`src/hdl/calendar_time_advance_unit_defines.svh`:
```
// Assertion macros shared by the calendar time advance RTL.
`ifndef CALENDAR_TIME_ADVANCE_UNIT_DEFINES_SVH
`define CALENDAR_TIME_ADVANCE_UNIT_DEFINES_SVH

// Same-cycle implication, sampled on clk, off during reset.
`define CTA_ASSERT_NOW(label, ante, cons) \
    label: assert property (@(posedge clk) disable iff (!rst_n) (ante) |-> (cons)) \
        else $error("calendar time advance: same-cycle check failed");

// Next-cycle implication, sampled on clk, off during reset.
`define CTA_ASSERT_NEXT(label, ante, cons) \
    label: assert property (@(posedge clk) disable iff (!rst_n) (ante) |=> (cons)) \
        else $error("calendar time advance: next-cycle check failed");

`endif

```
`src/hdl/cta_pkg.sv`:
```
// Package: payload and stage types, constants and month length table.
package cta_pkg;

    localparam int YEAR_W   = 14;
    localparam int MONTH_W  = 4;
    localparam int DAY_W    = 5;
    localparam int HOUR_W   = 5;
    localparam int MINUTE_W = 6;

    // Opcodes
    localparam logic [1:0] OP_ADD_MIN  = 2'd0;
    localparam logic [1:0] OP_ADD_FIVE = 2'd1;
    localparam logic [1:0] OP_ADD_HOUR = 2'd2;
    localparam logic [1:0] OP_NONE     = 2'd3;

    localparam logic [MINUTE_W-1:0] MINUTE_LAST = 6'd59;
    // Five-minute add carries into the hour from this minute upward
    localparam logic [MINUTE_W-1:0] FIVE_WRAP   = 6'd55;
    localparam logic [MINUTE_W-1:0] FIVE_STEP   = 6'd5;
    // Five-minute add starting at or past the last minute ends here
    localparam logic [MINUTE_W-1:0] FIVE_FROM_TOP = 6'd4;
    localparam logic [HOUR_W:0]     HOUR_LAST   = 6'd23;
    localparam logic [MONTH_W:0]    MONTH_LAST  = 5'd12;
    localparam logic [MONTH_W-1:0]  MONTH_FEB   = 4'd2;
    localparam logic [MONTH_W-1:0]  MONTH_APR   = 4'd4;
    localparam logic [MONTH_W-1:0]  MONTH_JUN   = 4'd6;
    localparam logic [MONTH_W-1:0]  MONTH_SEP   = 4'd9;
    localparam logic [MONTH_W-1:0]  MONTH_NOV   = 4'd11;

    // y / 25 == (y * RECIP_25) >> RECIP_SHIFT, exact for all 14-bit y
    localparam int RECIP_W     = 13;
    localparam int RECIP_SHIFT = 17;
    localparam logic [RECIP_W-1:0] RECIP_25 = 13'd5243;
    localparam int PROD_W      = YEAR_W + RECIP_W;
    localparam int QUOT_W      = PROD_W - RECIP_SHIFT;
    localparam logic [DAY_W-1:0] DIV_25 = 5'd25;

    typedef struct packed {
        logic [1:0]          op;
        logic [YEAR_W-1:0]   year;
        logic [MONTH_W-1:0]  month;
        logic [DAY_W-1:0]    day;
        logic [HOUR_W-1:0]   hour;
        logic [MINUTE_W-1:0] minute;
    } in_item_t;

    typedef struct packed {
        logic [YEAR_W-1:0]   next_year;
        logic [MONTH_W-1:0]  next_month;
        logic [DAY_W-1:0]    next_day;
        logic [HOUR_W-1:0]   next_hour;
        logic [MINUTE_W-1:0] next_minute;
    } out_item_t;

    // After the minute stage
    typedef struct packed {
        logic [YEAR_W-1:0]   year;
        logic [MONTH_W-1:0]  month;
        logic [DAY_W-1:0]    day;
        logic [HOUR_W-1:0]   hour;
        logic [MINUTE_W-1:0] minute;
        logic                hour_step;
        logic [PROD_W-1:0]   year_prod;
    } min_stage_t;

    // After the hour stage
    typedef struct packed {
        logic [YEAR_W-1:0]   year;
        logic [MONTH_W-1:0]  month;
        logic [DAY_W-1:0]    day;
        logic [HOUR_W-1:0]   hour;
        logic [MINUTE_W-1:0] minute;
        logic                day_carry;
        logic                leap;
    } hour_stage_t;

    // Days in month; out-of-range months count as 31 days
    function automatic logic [DAY_W-1:0] month_len(input logic leap,
                                                   input logic [MONTH_W-1:0] month);
        logic [DAY_W-1:0] len;
        case (month) inside
            MONTH_APR, MONTH_JUN, MONTH_SEP, MONTH_NOV: len = 5'd30;
            MONTH_FEB: len = leap ? 5'd29 : 5'd28;
            default:   len = 5'd31;
        endcase
        return len;
    endfunction

endpackage

```
`src/hdl/calendar_time_advance_unit.sv`:
```
// Each item passes the minute, hour/leap and date stage registers in that order to the output.
// Throughput: one item per cycle while out_ready is high; stages minute -> hour/leap -> date each hold one item.
// Ready runs back combinationally through the stages, so a stall loses nothing.
// Reset (rst_n low, async): all stage valid bits clear, pipeline empty; data regs
// keep their contents, no clearing pass.
`include "calendar_time_advance_unit_defines.svh"

module calendar_time_advance_unit (
    input  logic                clk,
    input  logic                rst_n,
    input  logic                in_valid,
    output logic                in_ready,
    input  cta_pkg::in_item_t   in_item,
    output logic                out_valid,
    input  logic                out_ready,
    output cta_pkg::out_item_t  out_item
);

    // stage 1 -> stage 2
    logic                  min_valid;
    logic                  min_ready;
    cta_pkg::min_stage_t   min_item;
    // stage 2 -> stage 3
    logic                  hour_valid;
    logic                  hour_ready;
    cta_pkg::hour_stage_t  hour_item;

    // Stage 1: minute add (1, 5 or 0 minutes); at most one carry into the hour
    // results for any op, so a single hour-step flag travels on. The year
    // is multiplied by the reciprocal of 25 here for the leap test.
    cta_minute_stage u_minute (
        .clk       (clk),
        .rst_n     (rst_n),
        .in_valid  (in_valid),
        .in_ready  (in_ready),
        .in_item   (in_item),
        .out_valid (min_valid),
        .out_ready (min_ready),
        .out_item  (min_item)
    );

    // Stage 2: hour step, producing the day carry, and the leap bit from the
    // quotient (year mod 25 via one multiply-subtract).
    cta_hour_stage u_hour (
        .clk       (clk),
        .rst_n     (rst_n),
        .in_valid  (min_valid),
        .in_ready  (min_ready),
        .in_item   (min_item),
        .out_valid (hour_valid),
        .out_ready (hour_ready),
        .out_item  (hour_item)
    );

    // Stage 3: month length lookup, day/month/year carry; its register is
    // the output register, and while a result waits there the next item stays in the hour stage.
    cta_date_stage u_date (
        .clk       (clk),
        .rst_n     (rst_n),
        .in_valid  (hour_valid),
        .in_ready  (hour_ready),
        .in_item   (hour_item),
        .out_valid (out_valid),
        .out_ready (out_ready),
        .out_item  (out_item)
    );

    // input can only be refused when every stage is full and the output stalls
    `CTA_ASSERT_NOW(a_refuse_only_full, !in_ready, out_valid && !out_ready && min_valid && hour_valid)
    // the hour stage, holding an item that it cannot pass on, keeps it
    `CTA_ASSERT_NEXT(a_hour_hold, hour_valid && !hour_ready, hour_valid && $stable(hour_item))

endmodule

```
`src/hdl/cta_minute_stage.sv`:
```
// Stage 1: minute step, hour-step flag, year reciprocal product.
module cta_minute_stage (
    input  logic                  clk,
    input  logic                  rst_n,
    input  logic                  in_valid,
    output logic                  in_ready,
    input  cta_pkg::in_item_t     in_item,
    output logic                  out_valid,
    input  logic                  out_ready,
    output cta_pkg::min_stage_t   out_item
);

    logic                 valid_reg;
    cta_pkg::min_stage_t  data_reg;
    cta_pkg::min_stage_t  data_next;

    assign in_ready  = !valid_reg || out_ready;
    assign out_valid = valid_reg;
    assign out_item  = data_reg;

    always_comb
    begin
        data_next.year      = in_item.year;
        data_next.month     = in_item.month;
        data_next.day       = in_item.day;
        data_next.hour      = in_item.hour;
        data_next.minute    = in_item.minute;
        data_next.hour_step = 1'b0;
        data_next.year_prod = cta_pkg::PROD_W'(in_item.year) *
                              cta_pkg::PROD_W'(cta_pkg::RECIP_25);
        unique case (in_item.op)
            cta_pkg::OP_ADD_MIN:
            begin
                if (in_item.minute >= cta_pkg::MINUTE_LAST)
                begin
                    data_next.minute    = '0;
                    data_next.hour_step = 1'b1;
                end
                else
                begin
                    data_next.minute = in_item.minute + 6'd1;
                end
            end
            cta_pkg::OP_ADD_FIVE:
            begin
                // at most one carry across the five single steps
                if (in_item.minute >= cta_pkg::MINUTE_LAST)
                begin
                    data_next.minute    = cta_pkg::FIVE_FROM_TOP;
                    data_next.hour_step = 1'b1;
                end
                else if (in_item.minute >= cta_pkg::FIVE_WRAP)
                begin
                    data_next.minute    = in_item.minute - cta_pkg::FIVE_WRAP;
                    data_next.hour_step = 1'b1;
                end
                else
                begin
                    data_next.minute = in_item.minute + cta_pkg::FIVE_STEP;
                end
            end
            cta_pkg::OP_ADD_HOUR:
            begin
                data_next.hour_step = 1'b1;
            end
            default:
            begin
                data_next.hour_step = 1'b0;
            end
        endcase
    end

    always_ff @(posedge clk or negedge rst_n)
    begin
        if (!rst_n)
        begin
            valid_reg <= 1'b0;
        end
        else if (in_ready)
        begin
            valid_reg <= in_valid;
        end
    end

    always_ff @(posedge clk)
    begin
        if (in_valid && in_ready)
        begin
            data_reg <= data_next;
        end
    end

endmodule

```
`src/hdl/cta_hour_stage.sv`:
```
// Stage 2: hour step with day carry, leap-year decision.
`include "calendar_time_advance_unit_defines.svh"

module cta_hour_stage (
    input  logic                   clk,
    input  logic                   rst_n,
    input  logic                   in_valid,
    output logic                   in_ready,
    input  cta_pkg::min_stage_t    in_item,
    output logic                   out_valid,
    input  logic                   out_ready,
    output cta_pkg::hour_stage_t   out_item
);

    logic                      valid_reg;
    cta_pkg::hour_stage_t      data_reg;
    cta_pkg::hour_stage_t      data_next;
    logic [cta_pkg::HOUR_W:0]  hour_inc;
    logic [cta_pkg::QUOT_W-1:0] quot;
    logic [cta_pkg::YEAR_W:0]  rem;
    logic                      div25;

    assign in_ready  = !valid_reg || out_ready;
    assign out_valid = valid_reg;
    assign out_item  = data_reg;

    always_comb
    begin
        hour_inc = {1'b0, in_item.hour} + 6'd1;
        quot     = in_item.year_prod[cta_pkg::PROD_W-1:cta_pkg::RECIP_SHIFT];
        rem      = {1'b0, in_item.year} -
                   ((cta_pkg::YEAR_W+1)'(quot) * (cta_pkg::YEAR_W+1)'(cta_pkg::DIV_25));
        div25    = (rem == '0);

        data_next.year      = in_item.year;
        data_next.month     = in_item.month;
        data_next.day       = in_item.day;
        data_next.hour      = in_item.hour;
        data_next.minute    = in_item.minute;
        data_next.day_carry = 1'b0;
        // leap: /4 and not /100, or /400  ==  /4 and (not /25 or /16)
        data_next.leap      = (in_item.year[1:0] == 2'b00) &&
                              (!div25 || (in_item.year[3:0] == 4'b0000));
        if (in_item.hour_step)
        begin
            if (hour_inc > cta_pkg::HOUR_LAST)
            begin
                data_next.hour      = '0;
                data_next.day_carry = 1'b1;
            end
            else
            begin
                data_next.hour = hour_inc[cta_pkg::HOUR_W-1:0];
            end
        end
    end

    always_ff @(posedge clk or negedge rst_n)
    begin
        if (!rst_n)
        begin
            valid_reg <= 1'b0;
        end
        else if (in_ready)
        begin
            valid_reg <= in_valid;
        end
    end

    always_ff @(posedge clk)
    begin
        if (in_valid && in_ready)
        begin
            data_reg <= data_next;
        end
    end

    // a day carry only leaves midnight behind it
    `CTA_ASSERT_NOW(a_carry_at_midnight, valid_reg && data_reg.day_carry, data_reg.hour == '0)

endmodule

```
`src/hdl/cta_date_stage.sv`:
```
// Stage 3: day, month and year carry; output register.
`include "calendar_time_advance_unit_defines.svh"

module cta_date_stage (
    input  logic                   clk,
    input  logic                   rst_n,
    input  logic                   in_valid,
    output logic                   in_ready,
    input  cta_pkg::hour_stage_t   in_item,
    output logic                   out_valid,
    input  logic                   out_ready,
    output cta_pkg::out_item_t     out_item
);

    logic                        valid_reg;
    cta_pkg::out_item_t          data_reg;
    cta_pkg::out_item_t          data_next;
    logic [cta_pkg::DAY_W-1:0]   len;
    logic [cta_pkg::DAY_W:0]     day_inc;
    logic [cta_pkg::MONTH_W:0]   month_inc;

    assign in_ready  = !valid_reg || out_ready;
    assign out_valid = valid_reg;
    assign out_item  = data_reg;

    always_comb
    begin
        len       = cta_pkg::month_len(in_item.leap, in_item.month);
        day_inc   = {1'b0, in_item.day} + 6'd1;
        month_inc = {1'b0, in_item.month} + 5'd1;

        data_next.next_year   = in_item.year;
        data_next.next_month  = in_item.month;
        data_next.next_day    = in_item.day;
        data_next.next_hour   = in_item.hour;
        data_next.next_minute = in_item.minute;
        if (in_item.day_carry)
        begin
            if (day_inc > {1'b0, len})
            begin
                data_next.next_day = 5'd1;
                if (month_inc > cta_pkg::MONTH_LAST)
                begin
                    data_next.next_month = 4'd1;
                    data_next.next_year  = in_item.year + 14'd1;
                end
                else
                begin
                    data_next.next_month = month_inc[cta_pkg::MONTH_W-1:0];
                end
            end
            else
            begin
                data_next.next_day = day_inc[cta_pkg::DAY_W-1:0];
            end
        end
    end

    always_ff @(posedge clk or negedge rst_n)
    begin
        if (!rst_n)
        begin
            valid_reg <= 1'b0;
        end
        else if (in_ready)
        begin
            valid_reg <= in_valid;
        end
    end

    always_ff @(posedge clk)
    begin
        if (in_valid && in_ready)
        begin
            data_reg <= data_next;
        end
    end

    // end of a common-year February rolls into March
    `CTA_ASSERT_NEXT(a_feb_end, in_valid && in_ready && in_item.day_carry && !in_item.leap && in_item.month == cta_pkg::MONTH_FEB && in_item.day == 5'd28, data_reg.next_day == 5'd1 && data_reg.next_month == 4'd3)

endmodule
```
`config.mk`:
```
export PLATFORM = sky130hd
export DESIGN_NAME = calendar_time_advance_unit
export DESIGN_NICKNAME = d
export VERILOG_FILES = /design/src/hdl/cta_pkg.sv /design/src/hdl/calendar_time_advance_unit.sv /design/src/hdl/cta_minute_stage.sv /design/src/hdl/cta_hour_stage.sv /design/src/hdl/cta_date_stage.sv
export VERILOG_INCLUDE_DIRS = /design/src /design/src/hdl
export SDC_FILE = /design/constraint.sdc
export NUM_CORES = 1
export LEC_CHECK = 0
export BUFFER_PORTS_ARGS = -buffer_cell sky130_fd_sc_hd__buf_2
export CORE_MARGIN = 3
export CORE_UTILIZATION = 58
export DETAILED_ROUTE_END_ITERATION = 16
export PLACE_DENSITY_LB_ADDON = 0.08
export SYNTH_ARGS = -nofsm -noshare
export SYNTH_HDL_FRONTEND = slang
export SYNTH_HIERARCHICAL = 1
export SYNTH_SLANG_ARGS = --single-unit
```
`constraint.sdc`:
```
create_clock -name clk -period 8.22 [get_ports clk]
set_clock_uncertainty 0.2 [all_clocks]
set_input_delay 0.411 -clock clk [delete_from_list [all_inputs] [get_ports clk]]
set_output_delay 0.411 -clock clk [all_outputs]
set_load 0.03 [all_outputs]
```
==> out/qor.csv <==
metric;value;unit
Peak Freq;202.8;MHz
drt total wl;20.29;mm
critical path capture point type;flip-flop;
final RePlAce weighted congestion;0.8536;
largest net degree at the start of global routing;46;
root buf cell;clkbuf_16;
# setup viols final;0;
Antenna Nets Post-Route;0;
antenna cells;0;
Cells after Synth;951;
Core Rows;48;
Yosys warnings;6;
wire per inst;15.82;um
Crit path max-delay family;adder cells;
CP max stage cell;fa_1;
Reg2Reg Capture Point;u_hour/out_item[0]$_DFFE_PP_;
IO Count;76;
vias in the first global route;7084;
worst hold margin;0.04574;ns
GRT Total Usage;22.03;%
drt via density;5.402;
cts bufs inserted;17;
core area;17420;sq um
Setup crit start kind;input port;
DP HPWL;16.13;mm
Tmin final;4.932;ns
initial core utilization;59.60;%
CP max FO;7;
hold path start;in_item[27];
die height;139.8;um
Hold Path Stages;1;
FF-to-FF path depth;11;
Final WS setup;3.288;ns
RSZ-0062 raised after global routing;false;
via count;6925;
Setup TNS;0;ns
Crit Path Class;input port to flip-flop;
clock-pin slew on the worst setup and hold paths;0.06;ns
die width;139.8;um
worst-margin pin slew;1.130;ns
worst hold path type;input port to flip-flop;
DR iter-0 viols;323;
Post-Syn Area;10380;sq um
Critical Path RT;8.24;ns
status;finished clean;
Area Overhead vs Synth;12.78;%
total gr overflow;0;
relative slew slack;24.65;%
worst skew pair latency;0.41;ns
CTS resizes;0;
Buf/Inv on CP;5;
Detailed Routing Iterations Pass 1;5;
number of antenna violations at the first check in global routing;0;
CP Data Arrival Time;4.95;ns
Max Cap Viol;0;
Crit path largest cell delay;0.54;ns
period utilization;60.00;%
Cell Chain, Critical Path;buf_2, inv_1, fa_1, inv_1, ha_1, inv_1, fa_1, fa_1, fa_1, inv_1, ha_1, nand4_1, a211oi_1, or3_4, or3_1, o21ai_2, nor2_1, a311oi_1;
Pins Over Slew Limit;0;
syn avg cell area;10.91;sq um
Max Root-Sink Buffers;2;
syn_nets;1223;
die area;19540;sq um
most common cell after layout, fill and taps aside;inv_1;
Hold Fails Final Rpt;0;
Placed Cells incl. Taps;1234;
first-pass GRT wire length;34.56;mm
Place WS;2.894;ns
Post-Layout Cell Count;1282;
reg2reg start;u_minute/out_item[22]$_DFFE_PP_;
clk sinks;118;
Filler cells;1336;
Hold Path Sink;u_minute/out_item[55]$_DFFE_PP_;
detailed-route DRC error count;0;
CTS tree;built;
H-tree depth;4;
Final nets;1316;
input/output buffers;75;
commonest non-fill, non-tap cells in the layout;inv_1, ha_1, edfxtp_1;
r2r setup slk;3.55;ns
layout cells sized above 1;13.25;%
stage by stage:
step	cell area [sq um]	util, %
4_1_cts	11710	67.21
3_3_place_gp	10960	62.94
3_5_place_dp	10960	62.94
6_report	11710	67.21
2_1_floorplan	10380	-
5_1_grt	11710	67.21
state kept, by name, indices dropped and copies added (netlist names):
register            flops
u_hour/out_item        36
u_minute/out_valid      1
u_date/out_item        34
u_hour/out_valid        1
u_minute/out_item      45
u_date/out_valid        1
timing repair:
action                    4_1_cts  5_1_grt
hold buffers                   16        0
buffers inserted                0        0
hold endpoints to repair       18        0
final cells by class:
class | instances | area, sq um | area share [%]
Multi-Input combinational cell | 608 | 5988 | 51.15
Sequential cell | 118 | 3528 | 30.14
Inverter | 206 | 773.2 | 6.605
Timing Repair Buffer | 93 | 550.5 | 4.703
Clock buffer | 17 | 425.4 | 3.634
Tap cell | 225 | 281.5 | 2.405
Clock inverter | 15 | 158.9 | 1.357
layer usage:
layer	track usage, %	routed length (um)	vias to the layer above
li1	-	-	3462
met1	30.30	9327	3324
met2	36.44	10010	117
met3	3.540	578	22
met4	6.374	371	0
met5	0	0	-
worst max path at each step:
stage                     slack (ns)  depth (start not counted)                              end        start
after detailed placement        2.89                         18  u_minute/out_item[26]$_DFFE_PP_  in_item[31]
after global routing            3.04                         17  u_minute/out_item[24]$_DFFE_PP_  in_item[31]
after global placement          2.98                         18  u_minute/out_item[26]$_DFFE_PP_  in_item[30]
after floorplan                 3.32                         17  u_minute/out_item[26]$_DFFE_PP_  in_item[27]
after CTS                       3.30                         18  u_minute/out_item[26]$_DFFE_PP_  in_item[31]
final                           3.29                         18  u_minute/out_item[26]$_DFFE_PP_  in_item[31]
Power is not shown: default switching activity piles up to over one toggle a cycle in this logic, so the estimate is an artifact.
